==> src/design/bht_pkg.sv <==
// ----------------------------------------------------------------------------
// bht_pkg
// Shared types, constants and helper functions of the button hold tracker.
// ----------------------------------------------------------------------------
`default_nettype none

package bht_pkg;

  // Field widths fixed by the frame format
  localparam int unsigned JOY_W     = 12;
  localparam int unsigned CNT_W     = 8;
  localparam int unsigned MASK_W    = 8;
  localparam int unsigned BTN_IDX_W = 3;
  localparam int unsigned CFG_AW    = 2;
  localparam int unsigned CFG_DW    = 8;

  // Joystick thresholds
  localparam logic [JOY_W-1:0] JOY_HIGH = 12'd3072;
  localparam logic [JOY_W-1:0] JOY_LOW  = 12'd1024;

  // Counter codes
  localparam logic [CNT_W-1:0] CNT_IDLE     = 8'h00;
  localparam logic [CNT_W-1:0] CNT_FIRST    = 8'h01;
  localparam logic [CNT_W-1:0] CNT_MAX      = 8'hFE;
  localparam logic [CNT_W-1:0] CNT_RELEASED = 8'hFF;

  // Configuration register indexes
  localparam logic [CFG_AW-1:0] REG_HOLD_FRAMES   = 2'd0;
  localparam logic [CFG_AW-1:0] REG_REPEAT_PERIOD = 2'd1;

  // Sequencer states
  typedef enum logic [2:0] {
    S_IDLE,
    S_READ,
    S_CALC,
    S_MOD,
    S_LOAD
  } seq_state_t;

  // Decode joystick samples and active-low buttons into eight levels
  function automatic logic [MASK_W-1:0] decode_levels(
    input logic [JOY_W-1:0] joy_x,
    input logic [JOY_W-1:0] joy_y,
    input logic             btn_a_n,
    input logic             btn_b_n,
    input logic             btn_sel_n,
    input logic             btn_sys_n
  );
    logic [MASK_W-1:0] lv;
    lv    = '0;
    lv[3] = (joy_y > JOY_HIGH);
    lv[0] = (joy_y <= JOY_HIGH) && (joy_y > JOY_LOW);
    lv[1] = (joy_x > JOY_HIGH);
    lv[2] = (joy_x <= JOY_HIGH) && (joy_x > JOY_LOW);
    lv[4] = ~btn_a_n;
    lv[5] = ~btn_b_n;
    lv[6] = ~btn_sel_n;
    lv[7] = ~btn_sys_n;
    return lv;
  endfunction

  // Advance one button counter by one frame
  function automatic logic [CNT_W-1:0] next_count(
    input logic [CNT_W-1:0] c,
    input logic             down
  );
    logic [CNT_W-1:0] n;
    if (down) begin
      if (c < CNT_MAX) begin
        n = c + CNT_FIRST;
      end else if (c == CNT_RELEASED) begin
        n = CNT_FIRST;
      end else begin
        n = c;
      end
    end else if (c == CNT_IDLE || c == CNT_RELEASED) begin
      n = CNT_IDLE;
    end else begin
      n = CNT_RELEASED;
    end
    return n;
  endfunction

endpackage

`default_nettype wire

==> src/design/bht_item_if.sv <==
// ----------------------------------------------------------------------------
// bht_item_if
// Frame tick channel: joystick samples, button levels and query index.
// ----------------------------------------------------------------------------
`default_nettype none

interface bht_item_if;
  import bht_pkg::*;

  logic                 valid;
  logic                 ready;
  logic [JOY_W-1:0]     joy_x;
  logic [JOY_W-1:0]     joy_y;
  logic                 btn_a_n;
  logic                 btn_b_n;
  logic                 btn_sel_n;
  logic                 btn_sys_n;
  logic [BTN_IDX_W-1:0] query_button;

  modport source (
    output valid, joy_x, joy_y, btn_a_n, btn_b_n, btn_sel_n, btn_sys_n, query_button,
    input  ready
  );

  modport sink (
    input  valid, joy_x, joy_y, btn_a_n, btn_b_n, btn_sel_n, btn_sys_n, query_button,
    output ready
  );
endinterface

`default_nettype wire

==> src/design/bht_result_if.sv <==
// ----------------------------------------------------------------------------
// bht_result_if
// Result channel: per-button event masks and hold time of the queried button.
// ----------------------------------------------------------------------------
`default_nettype none

interface bht_result_if;
  import bht_pkg::*;

  logic              valid;
  logic              ready;
  logic [MASK_W-1:0] pressed_mask;
  logic [MASK_W-1:0] released_mask;
  logic [MASK_W-1:0] held_mask;
  logic [MASK_W-1:0] repeat_mask;
  logic [CNT_W-1:0]  time_held;

  modport source (
    output valid, pressed_mask, released_mask, held_mask, repeat_mask, time_held,
    input  ready
  );

  modport sink (
    input  valid, pressed_mask, released_mask, held_mask, repeat_mask, time_held,
    output ready
  );
endinterface

`default_nettype wire

==> src/design/bht_cfg_if.sv <==
// ----------------------------------------------------------------------------
// bht_cfg_if
// Configuration write channel: register index and write data.
// ----------------------------------------------------------------------------
`default_nettype none

interface bht_cfg_if;
  import bht_pkg::*;

  logic              valid;
  logic              ready;
  logic [CFG_AW-1:0] addr;
  logic [CFG_DW-1:0] data;

  modport source (
    output valid, addr, data,
    input  ready
  );

  modport sink (
    input  valid, addr, data,
    output ready
  );
endinterface

`default_nettype wire

==> src/design/bht_cnt_mem.sv <==
// ----------------------------------------------------------------------------
// bht_cnt_mem
// Button counter store: one write port, one read port with registered data.
// Per-entry valid bits make unwritten entries read as idle after reset.
// ----------------------------------------------------------------------------
`default_nettype none

module bht_cnt_mem #(
  parameter int unsigned DEPTH  = 8,
  parameter int unsigned ADDR_W = 3
) (
  input  wire logic                     clk,
  input  wire logic                     rst,
  input  wire logic                     rd_en,
  input  wire logic [ADDR_W-1:0]        rd_addr,
  output logic      [bht_pkg::CNT_W-1:0] rd_data,
  input  wire logic                     wr_en,
  input  wire logic [ADDR_W-1:0]        wr_addr,
  input  wire logic [bht_pkg::CNT_W-1:0] wr_data
);
  import bht_pkg::*;

  logic [CNT_W-1:0] mem [DEPTH];
  logic [DEPTH-1:0] vld;

  // Write port
  always_ff @(posedge clk) begin
    if (wr_en) begin
      mem[wr_addr] <= wr_data;
    end
  end

  // Mark written entries
  always_ff @(posedge clk) begin
    if (rst) begin
      vld <= '0;
    end else if (wr_en) begin
      vld[wr_addr] <= 1'b1;
    end
  end

  // Registered read; an unwritten entry reads idle
  always_ff @(posedge clk) begin
    if (rd_en) begin
      rd_data <= vld[rd_addr] ? mem[rd_addr] : CNT_IDLE;
    end
  end

endmodule

`default_nettype wire

==> src/design/bht_mod_unit.sv <==
// ----------------------------------------------------------------------------
// bht_mod_unit
// Iterative remainder unit: restoring division, one dividend bit per cycle.
// ----------------------------------------------------------------------------
`default_nettype none

module bht_mod_unit (
  input  wire logic                      clk,
  input  wire logic                      rst,
  input  wire logic                      start,
  input  wire logic [bht_pkg::CNT_W-1:0] dividend,
  input  wire logic [bht_pkg::CNT_W-1:0] divisor,
  output logic                           done,
  output logic      [bht_pkg::CNT_W-1:0] rem
);
  import bht_pkg::*;

  localparam int unsigned STEP_W = $clog2(CNT_W);

  logic              busy;
  logic [STEP_W-1:0] step;
  logic [CNT_W-1:0]  dvd;
  logic [CNT_W-1:0]  dsr;
  logic [CNT_W:0]    trial;
  logic [CNT_W:0]    diff;

  // Shift in the next dividend bit and try the subtraction
  always_comb begin
    trial = {rem, dvd[CNT_W-1]};
    diff  = trial - {1'b0, dsr};
  end

  // Control: step count, busy and completion pulse
  always_ff @(posedge clk) begin
    if (rst) begin
      busy <= 1'b0;
      done <= 1'b0;
      step <= '0;
    end else begin
      done <= busy && !start && (step == STEP_W'(CNT_W - 1));
      if (start) begin
        busy <= 1'b1;
        step <= '0;
      end else if (busy) begin
        step <= step + 1'b1;
        if (step == STEP_W'(CNT_W - 1)) begin
          busy <= 1'b0;
        end
      end
    end
  end

  // Datapath: partial remainder and dividend shift register
  always_ff @(posedge clk) begin
    if (start) begin
      rem <= '0;
      dvd <= dividend;
      dsr <= divisor;
    end else if (busy) begin
      dvd <= {dvd[CNT_W-2:0], 1'b0};
      if (!diff[CNT_W]) begin
        rem <= diff[CNT_W-1:0];
      end else begin
        rem <= trial[CNT_W-1:0];
      end
    end
  end

endmodule

`default_nettype wire

==> src/design/button_hold_tracker.sv <==
// ----------------------------------------------------------------------------
// button_hold_tracker
// Each accepted frame tick decodes two joystick samples and four active-low
// buttons into eight button levels, advances one 8-bit counter per button and
// returns pressed, released, held and repeat masks plus the hold time of the
// queried button. The counters live in a small synchronous memory that a
// sequencer walks one button at a time: it reads the counter, computes and
// writes it back, then waits on the shared bit-serial remainder unit for the
// repeat rule (eight bit steps, then the completion pulse). One frame is
// processed at a time. The finished result sits in an output register, so
// the next frame tick is taken while it waits. Configuration writes are
// taken every cycle and must only be issued while no frame is in flight.
// ----------------------------------------------------------------------------
`default_nettype none

module button_hold_tracker #(
  parameter int unsigned NUM_BUTTONS = 8
) (
  input wire logic clk,
  input wire logic rst,
  bht_cfg_if.sink      cfg,
  bht_item_if.sink     item,
  bht_result_if.source result
);
  import bht_pkg::*;

  localparam int unsigned ADDR_W = (NUM_BUTTONS > 1) ? $clog2(NUM_BUTTONS) : 1;
  localparam logic [BTN_IDX_W-1:0] LAST_BTN = BTN_IDX_W'(NUM_BUTTONS - 1);

  // Configuration registers
  logic [CNT_W-1:0] hold_frames;
  logic [CNT_W-1:0] repeat_period;

  // Sequencer
  seq_state_t state;
  seq_state_t state_next;
  logic [BTN_IDX_W-1:0] btn;
  logic [MASK_W-1:0]    levels;
  logic [BTN_IDX_W-1:0] query;
  logic [CNT_W-1:0]     cnt;

  // Accumulated results
  logic [MASK_W-1:0] pm;
  logic [MASK_W-1:0] rm;
  logic [MASK_W-1:0] hm;
  logic [MASK_W-1:0] tm;
  logic [CNT_W-1:0]  qt;

  // Output register
  logic              res_valid;
  logic [MASK_W-1:0] res_pm;
  logic [MASK_W-1:0] res_rm;
  logic [MASK_W-1:0] res_hm;
  logic [MASK_W-1:0] res_tm;
  logic [CNT_W-1:0]  res_qt;

  // Memory and remainder unit hookup
  logic             rd_en;
  logic             wr_en;
  logic [CNT_W-1:0] rd_data;
  logic [CNT_W-1:0] c_next;
  logic             mod_start;
  logic             mod_done;
  logic [CNT_W-1:0] mod_rem;
  logic             load;
  logic             accept;
  logic             rep_hit;

  bht_cnt_mem #(
    .DEPTH  (NUM_BUTTONS),
    .ADDR_W (ADDR_W)
  ) u_mem (
    .clk     (clk),
    .rst     (rst),
    .rd_en   (rd_en),
    .rd_addr (btn[ADDR_W-1:0]),
    .rd_data (rd_data),
    .wr_en   (wr_en),
    .wr_addr (btn[ADDR_W-1:0]),
    .wr_data (c_next)
  );

  bht_mod_unit u_mod (
    .clk      (clk),
    .rst      (rst),
    .start    (mod_start),
    .dividend (c_next),
    .divisor  (repeat_period),
    .done     (mod_done),
    .rem      (mod_rem)
  );

  // Configuration writes; out-of-range indexes are dropped
  assign cfg.ready = 1'b1;

  always_ff @(posedge clk) begin
    if (rst) begin
      hold_frames   <= CNT_FIRST;
      repeat_period <= CNT_FIRST;
    end else if (cfg.valid) begin
      if (cfg.addr == REG_HOLD_FRAMES) begin
        hold_frames <= cfg.data;
      end else if (cfg.addr == REG_REPEAT_PERIOD) begin
        repeat_period <= cfg.data;
      end
    end
  end

  // Counter update for the button being walked
  assign c_next = next_count(rd_data, levels[btn]);

  // Repeat rule on the held count
  assign rep_hit = (cnt != CNT_IDLE) && (cnt != CNT_RELEASED) &&
                   ((repeat_period <= CNT_FIRST) || (mod_rem == CNT_FIRST));

  assign accept = item.valid && item.ready;

  // State register
  always_ff @(posedge clk) begin
    if (rst) begin
      state <= S_IDLE;
    end else begin
      state <= state_next;
    end
  end

  // Next state and control strobes
  always_comb begin
    state_next = state;
    item.ready = 1'b0;
    rd_en      = 1'b0;
    wr_en      = 1'b0;
    mod_start  = 1'b0;
    load       = 1'b0;
    case (state)
      S_IDLE: begin
        item.ready = 1'b1;
        if (item.valid) begin
          state_next = S_READ;
        end
      end
      S_READ: begin
        rd_en      = 1'b1;
        state_next = S_CALC;
      end
      S_CALC: begin
        wr_en      = 1'b1;
        mod_start  = 1'b1;
        state_next = S_MOD;
      end
      S_MOD: begin
        if (mod_done) begin
          state_next = (btn == LAST_BTN) ? S_LOAD : S_READ;
        end
      end
      S_LOAD: begin
        if (!res_valid || result.ready) begin
          load       = 1'b1;
          state_next = S_IDLE;
        end
      end
      default: begin
        state_next = S_IDLE;
      end
    endcase
  end

  // Walk index
  always_ff @(posedge clk) begin
    if (rst) begin
      btn <= '0;
    end else if (accept) begin
      btn <= '0;
    end else if (state == S_MOD && mod_done && btn != LAST_BTN) begin
      btn <= btn + 1'b1;
    end
  end

  // Frame capture and mask accumulation
  always_ff @(posedge clk) begin
    if (accept) begin
      levels <= decode_levels(item.joy_x, item.joy_y, item.btn_a_n, item.btn_b_n,
                              item.btn_sel_n, item.btn_sys_n);
      query  <= item.query_button;
      pm     <= '0;
      rm     <= '0;
      hm     <= '0;
      tm     <= '0;
      qt     <= CNT_IDLE;
    end else if (state == S_CALC) begin
      cnt     <= c_next;
      pm[btn] <= (c_next == CNT_FIRST);
      rm[btn] <= (c_next == CNT_RELEASED);
      hm[btn] <= ({1'b0, c_next} == ({1'b0, hold_frames} + 9'd1));
      if (btn == query) begin
        qt <= (c_next == CNT_RELEASED) ? CNT_IDLE : c_next;
      end
    end else if (state == S_MOD && mod_done) begin
      tm[btn] <= rep_hit;
    end
  end

  // Output register
  always_ff @(posedge clk) begin
    if (rst) begin
      res_valid <= 1'b0;
    end else if (load) begin
      res_valid <= 1'b1;
    end else if (result.ready) begin
      res_valid <= 1'b0;
    end
  end

  always_ff @(posedge clk) begin
    if (load) begin
      res_pm <= pm;
      res_rm <= rm;
      res_hm <= hm;
      res_tm <= tm;
      res_qt <= qt;
    end
  end

  assign result.valid         = res_valid;
  assign result.pressed_mask  = res_pm;
  assign result.released_mask = res_rm;
  assign result.held_mask     = res_hm;
  assign result.repeat_mask   = res_tm;
  assign result.time_held     = res_qt;

`ifndef SYNTHESIS
  a_mod_done_in_mod: assert property (@(posedge clk) disable iff (rst)
    mod_done |-> state == S_MOD)
    else $error("remainder completed outside the wait state");

  a_accept_starts_walk: assert property (@(posedge clk) disable iff (rst)
    accept |=> (state == S_READ && btn == '0))
    else $error("accepted frame did not start at the first button");

  a_walk_in_range: assert property (@(posedge clk) disable iff (rst)
    (state == S_READ || state == S_CALC || state == S_MOD) |-> btn <= LAST_BTN)
    else $error("walk index beyond the last button");

  a_load_waits: assert property (@(posedge clk) disable iff (rst)
    (state == S_LOAD && res_valid && !result.ready) |=> state == S_LOAD)
    else $error("result loaded over an untaken result");
`endif

endmodule

`default_nettype wire
==> src/flat_wrapper.sv <==
// flat-port wrapper written by rule: the top's interface ports become plain ports
module button_hold_tracker_flat import bht_pkg::*;
#(
  parameter int unsigned NUM_BUTTONS = 8
)
  (clk, rst, cfg_valid, cfg_addr, cfg_data, cfg_ready, item_valid, item_joy_x, item_joy_y, item_btn_a_n, item_btn_b_n, item_btn_sel_n, item_btn_sys_n, item_query_button, item_ready, result_valid, result_pressed_mask, result_released_mask, result_held_mask, result_repeat_mask, result_time_held, result_ready);
  bht_cfg_if cfg_i ();
  bht_item_if item_i ();
  bht_result_if result_i ();
  input wire logic clk;
  input wire logic rst;
  input wire logic [$bits(cfg_i.valid)-1:0] cfg_valid;
  input wire logic [$bits(cfg_i.addr)-1:0] cfg_addr;
  input wire logic [$bits(cfg_i.data)-1:0] cfg_data;
  output wire logic [$bits(cfg_i.ready)-1:0] cfg_ready;
  input wire logic [$bits(item_i.valid)-1:0] item_valid;
  input wire logic [$bits(item_i.joy_x)-1:0] item_joy_x;
  input wire logic [$bits(item_i.joy_y)-1:0] item_joy_y;
  input wire logic [$bits(item_i.btn_a_n)-1:0] item_btn_a_n;
  input wire logic [$bits(item_i.btn_b_n)-1:0] item_btn_b_n;
  input wire logic [$bits(item_i.btn_sel_n)-1:0] item_btn_sel_n;
  input wire logic [$bits(item_i.btn_sys_n)-1:0] item_btn_sys_n;
  input wire logic [$bits(item_i.query_button)-1:0] item_query_button;
  output wire logic [$bits(item_i.ready)-1:0] item_ready;
  output wire logic [$bits(result_i.valid)-1:0] result_valid;
  output wire logic [$bits(result_i.pressed_mask)-1:0] result_pressed_mask;
  output wire logic [$bits(result_i.released_mask)-1:0] result_released_mask;
  output wire logic [$bits(result_i.held_mask)-1:0] result_held_mask;
  output wire logic [$bits(result_i.repeat_mask)-1:0] result_repeat_mask;
  output wire logic [$bits(result_i.time_held)-1:0] result_time_held;
  input wire logic [$bits(result_i.ready)-1:0] result_ready;
  assign cfg_i.valid = cfg_valid;
  assign cfg_i.addr = cfg_addr;
  assign cfg_i.data = cfg_data;
  assign cfg_ready = cfg_i.ready;
  assign item_i.valid = item_valid;
  assign item_i.joy_x = item_joy_x;
  assign item_i.joy_y = item_joy_y;
  assign item_i.btn_a_n = item_btn_a_n;
  assign item_i.btn_b_n = item_btn_b_n;
  assign item_i.btn_sel_n = item_btn_sel_n;
  assign item_i.btn_sys_n = item_btn_sys_n;
  assign item_i.query_button = item_query_button;
  assign item_ready = item_i.ready;
  assign result_valid = result_i.valid;
  assign result_pressed_mask = result_i.pressed_mask;
  assign result_released_mask = result_i.released_mask;
  assign result_held_mask = result_i.held_mask;
  assign result_repeat_mask = result_i.repeat_mask;
  assign result_time_held = result_i.time_held;
  assign result_i.ready = result_ready;
  button_hold_tracker #(.NUM_BUTTONS(NUM_BUTTONS)) u_core (.clk(clk), .rst(rst), .cfg(cfg_i), .item(item_i), .result(result_i));
endmodule
==> config.mk <==
export PLATFORM = sky130hd
export DESIGN_NAME = button_hold_tracker_flat
export DESIGN_NICKNAME = d
export VERILOG_FILES = /design/src/design/bht_pkg.sv /design/src/design/bht_item_if.sv /design/src/design/bht_result_if.sv /design/src/design/bht_cfg_if.sv /design/src/design/bht_cnt_mem.sv /design/src/design/bht_mod_unit.sv /design/src/design/button_hold_tracker.sv /design/src/flat_wrapper.sv
export SDC_FILE = /design/constraint.sdc
export NUM_CORES = 1
export LEC_CHECK = 0
export BUFFER_PORTS_ARGS = -buffer_cell sky130_fd_sc_hd__buf_2
export CAP_MARGIN = 10
export CORE_ASPECT_RATIO = 1.5
export CORE_UTILIZATION = 45
export CTS_BUF_LIST = sky130_fd_sc_hd__clkbuf_4 sky130_fd_sc_hd__clkbuf_8
export DETAILED_ROUTE_END_ITERATION = 16
export GPL_TIMING_DRIVEN = 0
export SETUP_SLACK_MARGIN = 0.15
export SYNTH_ARGS = -nofsm -noshare
export SYNTH_HDL_FRONTEND = slang
export SYNTH_SLANG_ARGS = --single-unit
==> constraint.sdc <==
create_clock -name clk -period 3.5 [get_ports clk]
set_clock_uncertainty 0.2 [all_clocks]
set_input_delay 0 -clock clk [delete_from_list [all_inputs] [get_ports clk]]
set_output_delay 0 -clock clk [all_outputs]
set_load 0.01 [all_outputs]
==> results.txt <==
The flow ran to the end, and the final reports show no timing, DRC or antenna violations. VDD sags by at most 0.289 mV. Yosys attributes the largest share of cell area to sky130_fd_sc_hd__edfxtp_1 47%, sky130_fd_sc_hd__dfxtp_1 18%, sky130_fd_sc_hd__mux2i_1 3.7%. In the layout the commonest cells are 147 x sky130_fd_sc_hd__edfxtp_1, 89 x sky130_fd_sc_hd__buf_2, 84 x sky130_fd_sc_hd__dfxtp_1, 78 x sky130_fd_sc_hd__nand2_1, 68 x sky130_fd_sc_hd__nor2_1. The overall routing resource usage came out at 21.5%. The warning count from the yosys run is 0. The async set-or-reset flop fraction in the synthesized netlist came out at 0%.

Entering global routing, the biggest net connects 25 pins. The setup slack after layout came out at 246 ps. The post-synthesis cell count came out at 768. The register with the most flip-flops is u_core.u_mem.mem. In the routed design, unresolved DRC markers number 0.

The ratio of total power to cell area is 556 nW/um^2. The worst setup path is of the flip-flop to flip-flop kind. Setup repair after global routing left no endpoint under its margin. At the end of the flow, the number of nets in the layout was 996.

The maximum count of clock buffers along a single path came out at 3. TritonCTS built the clock tree. The number of buffers created by CTS is 34. The count of antenna-violating nets left after detailed routing came out at 0. For this design the static power due to leakage is 4.26 nW. The met1 wire length came out at 8780 um. The final core utilization is 55.8%. The floorplan step defined a die boundary enclosing 21,600 sq um. The root buffer cell chosen for the clock tree is sky130_fd_sc_hd__clkbuf_8. The clock insertion delay at the later pin of the skew report came out at 510 ps. The pre-CTS setup slack is -206 ps.

The floorplan step set the die width to 120 um. The worst setup path is captured at a flip-flop. Setup violations remaining at the end of the flow were counted as 0. The worst hold path belongs to the class input pin to flip-flop. The number of vias after detailed routing is 6,573. Along the worst path, the maximum fanout reaches 12.

The synthesized design devotes to its leading area cell type 46.7% of total area. The repair_antennas step left the layout with diodes totalling 0. The number of global-route vias before repair was 6,854. The fraction of final layout cells with drive strength greater than 1 came out at 20.9%. The weighted congestion at the end of routability-driven global placement came out at 0.849. The wire length of the first global-routing pass came out at 36,100 um. The final layout contains routed wiring with a total length of 22,700 um. The synthesized netlist occupies a cell area of 9460 sq um. The length of routed met3 wiring came out at 940 um. The number of optimization iterations in the first detailed-route pass came out at 5. Clock-pin slew was measured on the worst setup and hold paths at 60 ps. The minimum clock period is 3250 ps. Static timing analysis puts the maximum clock frequency at 307 MHz. The data arrival time of the worst path came out at 3480 ps. The actual slew at the worst max-slew pin is 1170 ps. Row generation in the floorplan step produced 64 rows.

The number of register bits inferred by synthesis came out at 231. The biggest area contributor in the post-synthesis netlist is sky130_fd_sc_hd__edfxtp_1. The height of the die is 180 um.

The number of hold violations in the final report came out at 0. The remaining global-route overflow is 0. A synthesized cell averages 12.3 sq um. The design draws 6.37 mW. The via density per instance came out at 5.38. The core region is 20,500 sq um. The routed wire length on met2 came out at 12,300 um. The effective utilization at floorplan is 46.1%. For this design the top-level I/O count stands at 89.

The most common cell after layout, fill and taps aside is sky130_fd_sc_hd__edfxtp_1. In the synthesized netlist the dominant register cell turns out to be sky130_fd_sc_hd__edfxtp_1. The count of different cell masters after synthesis is 65.

The max-slew violation total from the final report came to 0. Sequential elements use 64.4% of the synthesized area. The sink count of the clock tree came out at 231. The count of input and output buffers is 86. The count of flip-flops with a built-in enable after synthesis is 147. The area growth from synthesis to layout is 21.0%. The H-tree generated during clock tree synthesis spans 2 levels.

The worst setup path is launched from a flip-flop. The wire-length estimate of the detail-placed layout is 15,800 um. The final worst-path cycle share came out at 93.0%. The number of flip-flops under the largest register name is 64. For this block, the initial DRC count from the detailed router was 406. At the worst endpoint, the required time is 3730 ps. The number of maximum-capacitance violations is 0. The highest metal layer carrying signal wires in the routed design is met4. The initial antenna violation count is 0. The worst slew slack as a fraction of its limit is 21.9%. Dividing the detail-routed wire length by the instance count gives 18.6 um. The net count after synthesis came out at 830.
==> worst max-delay path, cell delays in order, from the launching register on <==
cell,delay [ps]
sky130_fd_sc_hd__dfxtp_1,370
sky130_fd_sc_hd__buf_6,140
sky130_fd_sc_hd__mux4_2,540
sky130_fd_sc_hd__mux2i_2,370
sky130_fd_sc_hd__nor2_1,120
sky130_fd_sc_hd__nor2_2,560
sky130_fd_sc_hd__xnor2_1,240
sky130_fd_sc_hd__nor4_4,240
sky130_fd_sc_hd__o211ai_4,220
sky130_fd_sc_hd__o21ai_2,150
==> report_power, final <==
part	internal (mW)	leakage, nW	switching [mW]	total (mW)
sequential	3.03	2.00	0.0847	3.12
clock	1.20	0.363	0.994	2.19
combinational	0.491	1.90	0.564	1.06
total	4.72	4.26	1.64	6.37
==> layer usage <==
layer  vias up  global-route usage (%)
li1       3148                       -
met1      3163                    23.6
met2       210                    40.7
met3        52                    2.98
met4         0                    8.84
met5         -                       0
==> cells in the mapped netlist (2+ instances only) <==
cell,instances
sky130_fd_sc_hd__a211oi_1,2
sky130_fd_sc_hd__nand3_1,24
sky130_fd_sc_hd__mux4_2,4
sky130_fd_sc_hd__nor3b_1,6
sky130_fd_sc_hd__nor4b_1,2
sky130_fd_sc_hd__and3_1,5
sky130_fd_sc_hd__mux2_4,2
sky130_fd_sc_hd__o21ai_0,15
sky130_fd_sc_hd__and2_1,5
sky130_fd_sc_hd__buf_2,2
sky130_fd_sc_hd__nand4_1,6
sky130_fd_sc_hd__nor2_1,72
sky130_fd_sc_hd__o41ai_2,2
sky130_fd_sc_hd__xor2_1,7
sky130_fd_sc_hd__a221oi_1,6
sky130_fd_sc_hd__o22ai_1,2
sky130_fd_sc_hd__or4_1,2
sky130_fd_sc_hd__dfxtp_1,84
sky130_fd_sc_hd__inv_1,35
sky130_fd_sc_hd__clkbuf_1,31
sky130_fd_sc_hd__a31oi_4,2
sky130_fd_sc_hd__xnor2_1,17
sky130_fd_sc_hd__a22o_1,14
sky130_fd_sc_hd__nand2b_1,2
sky130_fd_sc_hd__a41oi_1,2
sky130_fd_sc_hd__nand2_1,79
sky130_fd_sc_hd__a31oi_1,11
sky130_fd_sc_hd__nor2_4,2
sky130_fd_sc_hd__a211o_1,2
sky130_fd_sc_hd__ha_1,15
sky130_fd_sc_hd__o21ai_2,8
sky130_fd_sc_hd__a22oi_1,20
sky130_fd_sc_hd__a21oi_1,31
sky130_fd_sc_hd__mux2i_1,35
sky130_fd_sc_hd__nor4_1,13
sky130_fd_sc_hd__nor3_1,17
sky130_fd_sc_hd__edfxtp_1,147
sky130_fd_sc_hd__nor2b_1,8
sky130_fd_sc_hd__buf_1,2
sky130_fd_sc_hd__and3b_1,2
==> cell type report <==
type	instances	area, sq um
flip-flops and latches	231	6100
repair buffers	130	873
inverters	35	131
clock inverters	10	72.6
multi-input cells	465	3180
fillers	1790	9050
well taps	264	330
clock buffers	49	612
plain buffers	37	156
==> path summary, 6_finish.rpt <==
kind | to | from | slack [ps] | depth (start not counted)
hold / removal | u_core.repeat_period[7] | cfg_valid | 30 | 5
hold reg to reg | u_core.result.pressed_mask[5] | u_core.pm[5] | 230 | 0
setup reg to reg | u_core.hm[6] | u_core.btn[1] | 250 | 9
setup / recovery | u_core.hm[6] | u_core.btn[1] | 250 | 9
==> cells by family (layout without fill, tap and decap cells) <==
kind of cell / Yosys count / after routing / share of synthesized area (%)
DFF: 231 / 231 / 64.4
xor gates and xnor gates: 24 / 24 / 2.22
and+or+nand+nor: 250 / 250 / 12.6
buffers and inverters: 72 / 261 / 3.00
AOI/OAI and AO/OA: 132 / 132 / 10.4
muxes: 42 / 42 / 5.09
other: 1 / 1 / 0.0396
adders and majority gates: 16 / 16 / 2.20
==> metrics by stage <==
step	cells	instance area [sq um]	hold slack (ps)	setup TNS, ps
floorplan	768	9460	-101	0
CTS	1213	11300	26.9	0
detailed placement	1121	10300	-20.4	-3650
global placement	1118	10200	-19.0	-17500
finish	1221	11400	28.1	0
global route	1221	11400	60.5	0
==> timing repair <==
action | 4_1_cts | 5_1_grt
resized for setup | 8 | 13
endpoints found under the hold margin | 39 | 0
hold buffers | 33 | 0
buffers inserted | 0 | 8
setup endpoints to repair | 48 | 52
pin swaps | 0 | 3
Note: power is estimated with default switching activity, not from simulation.
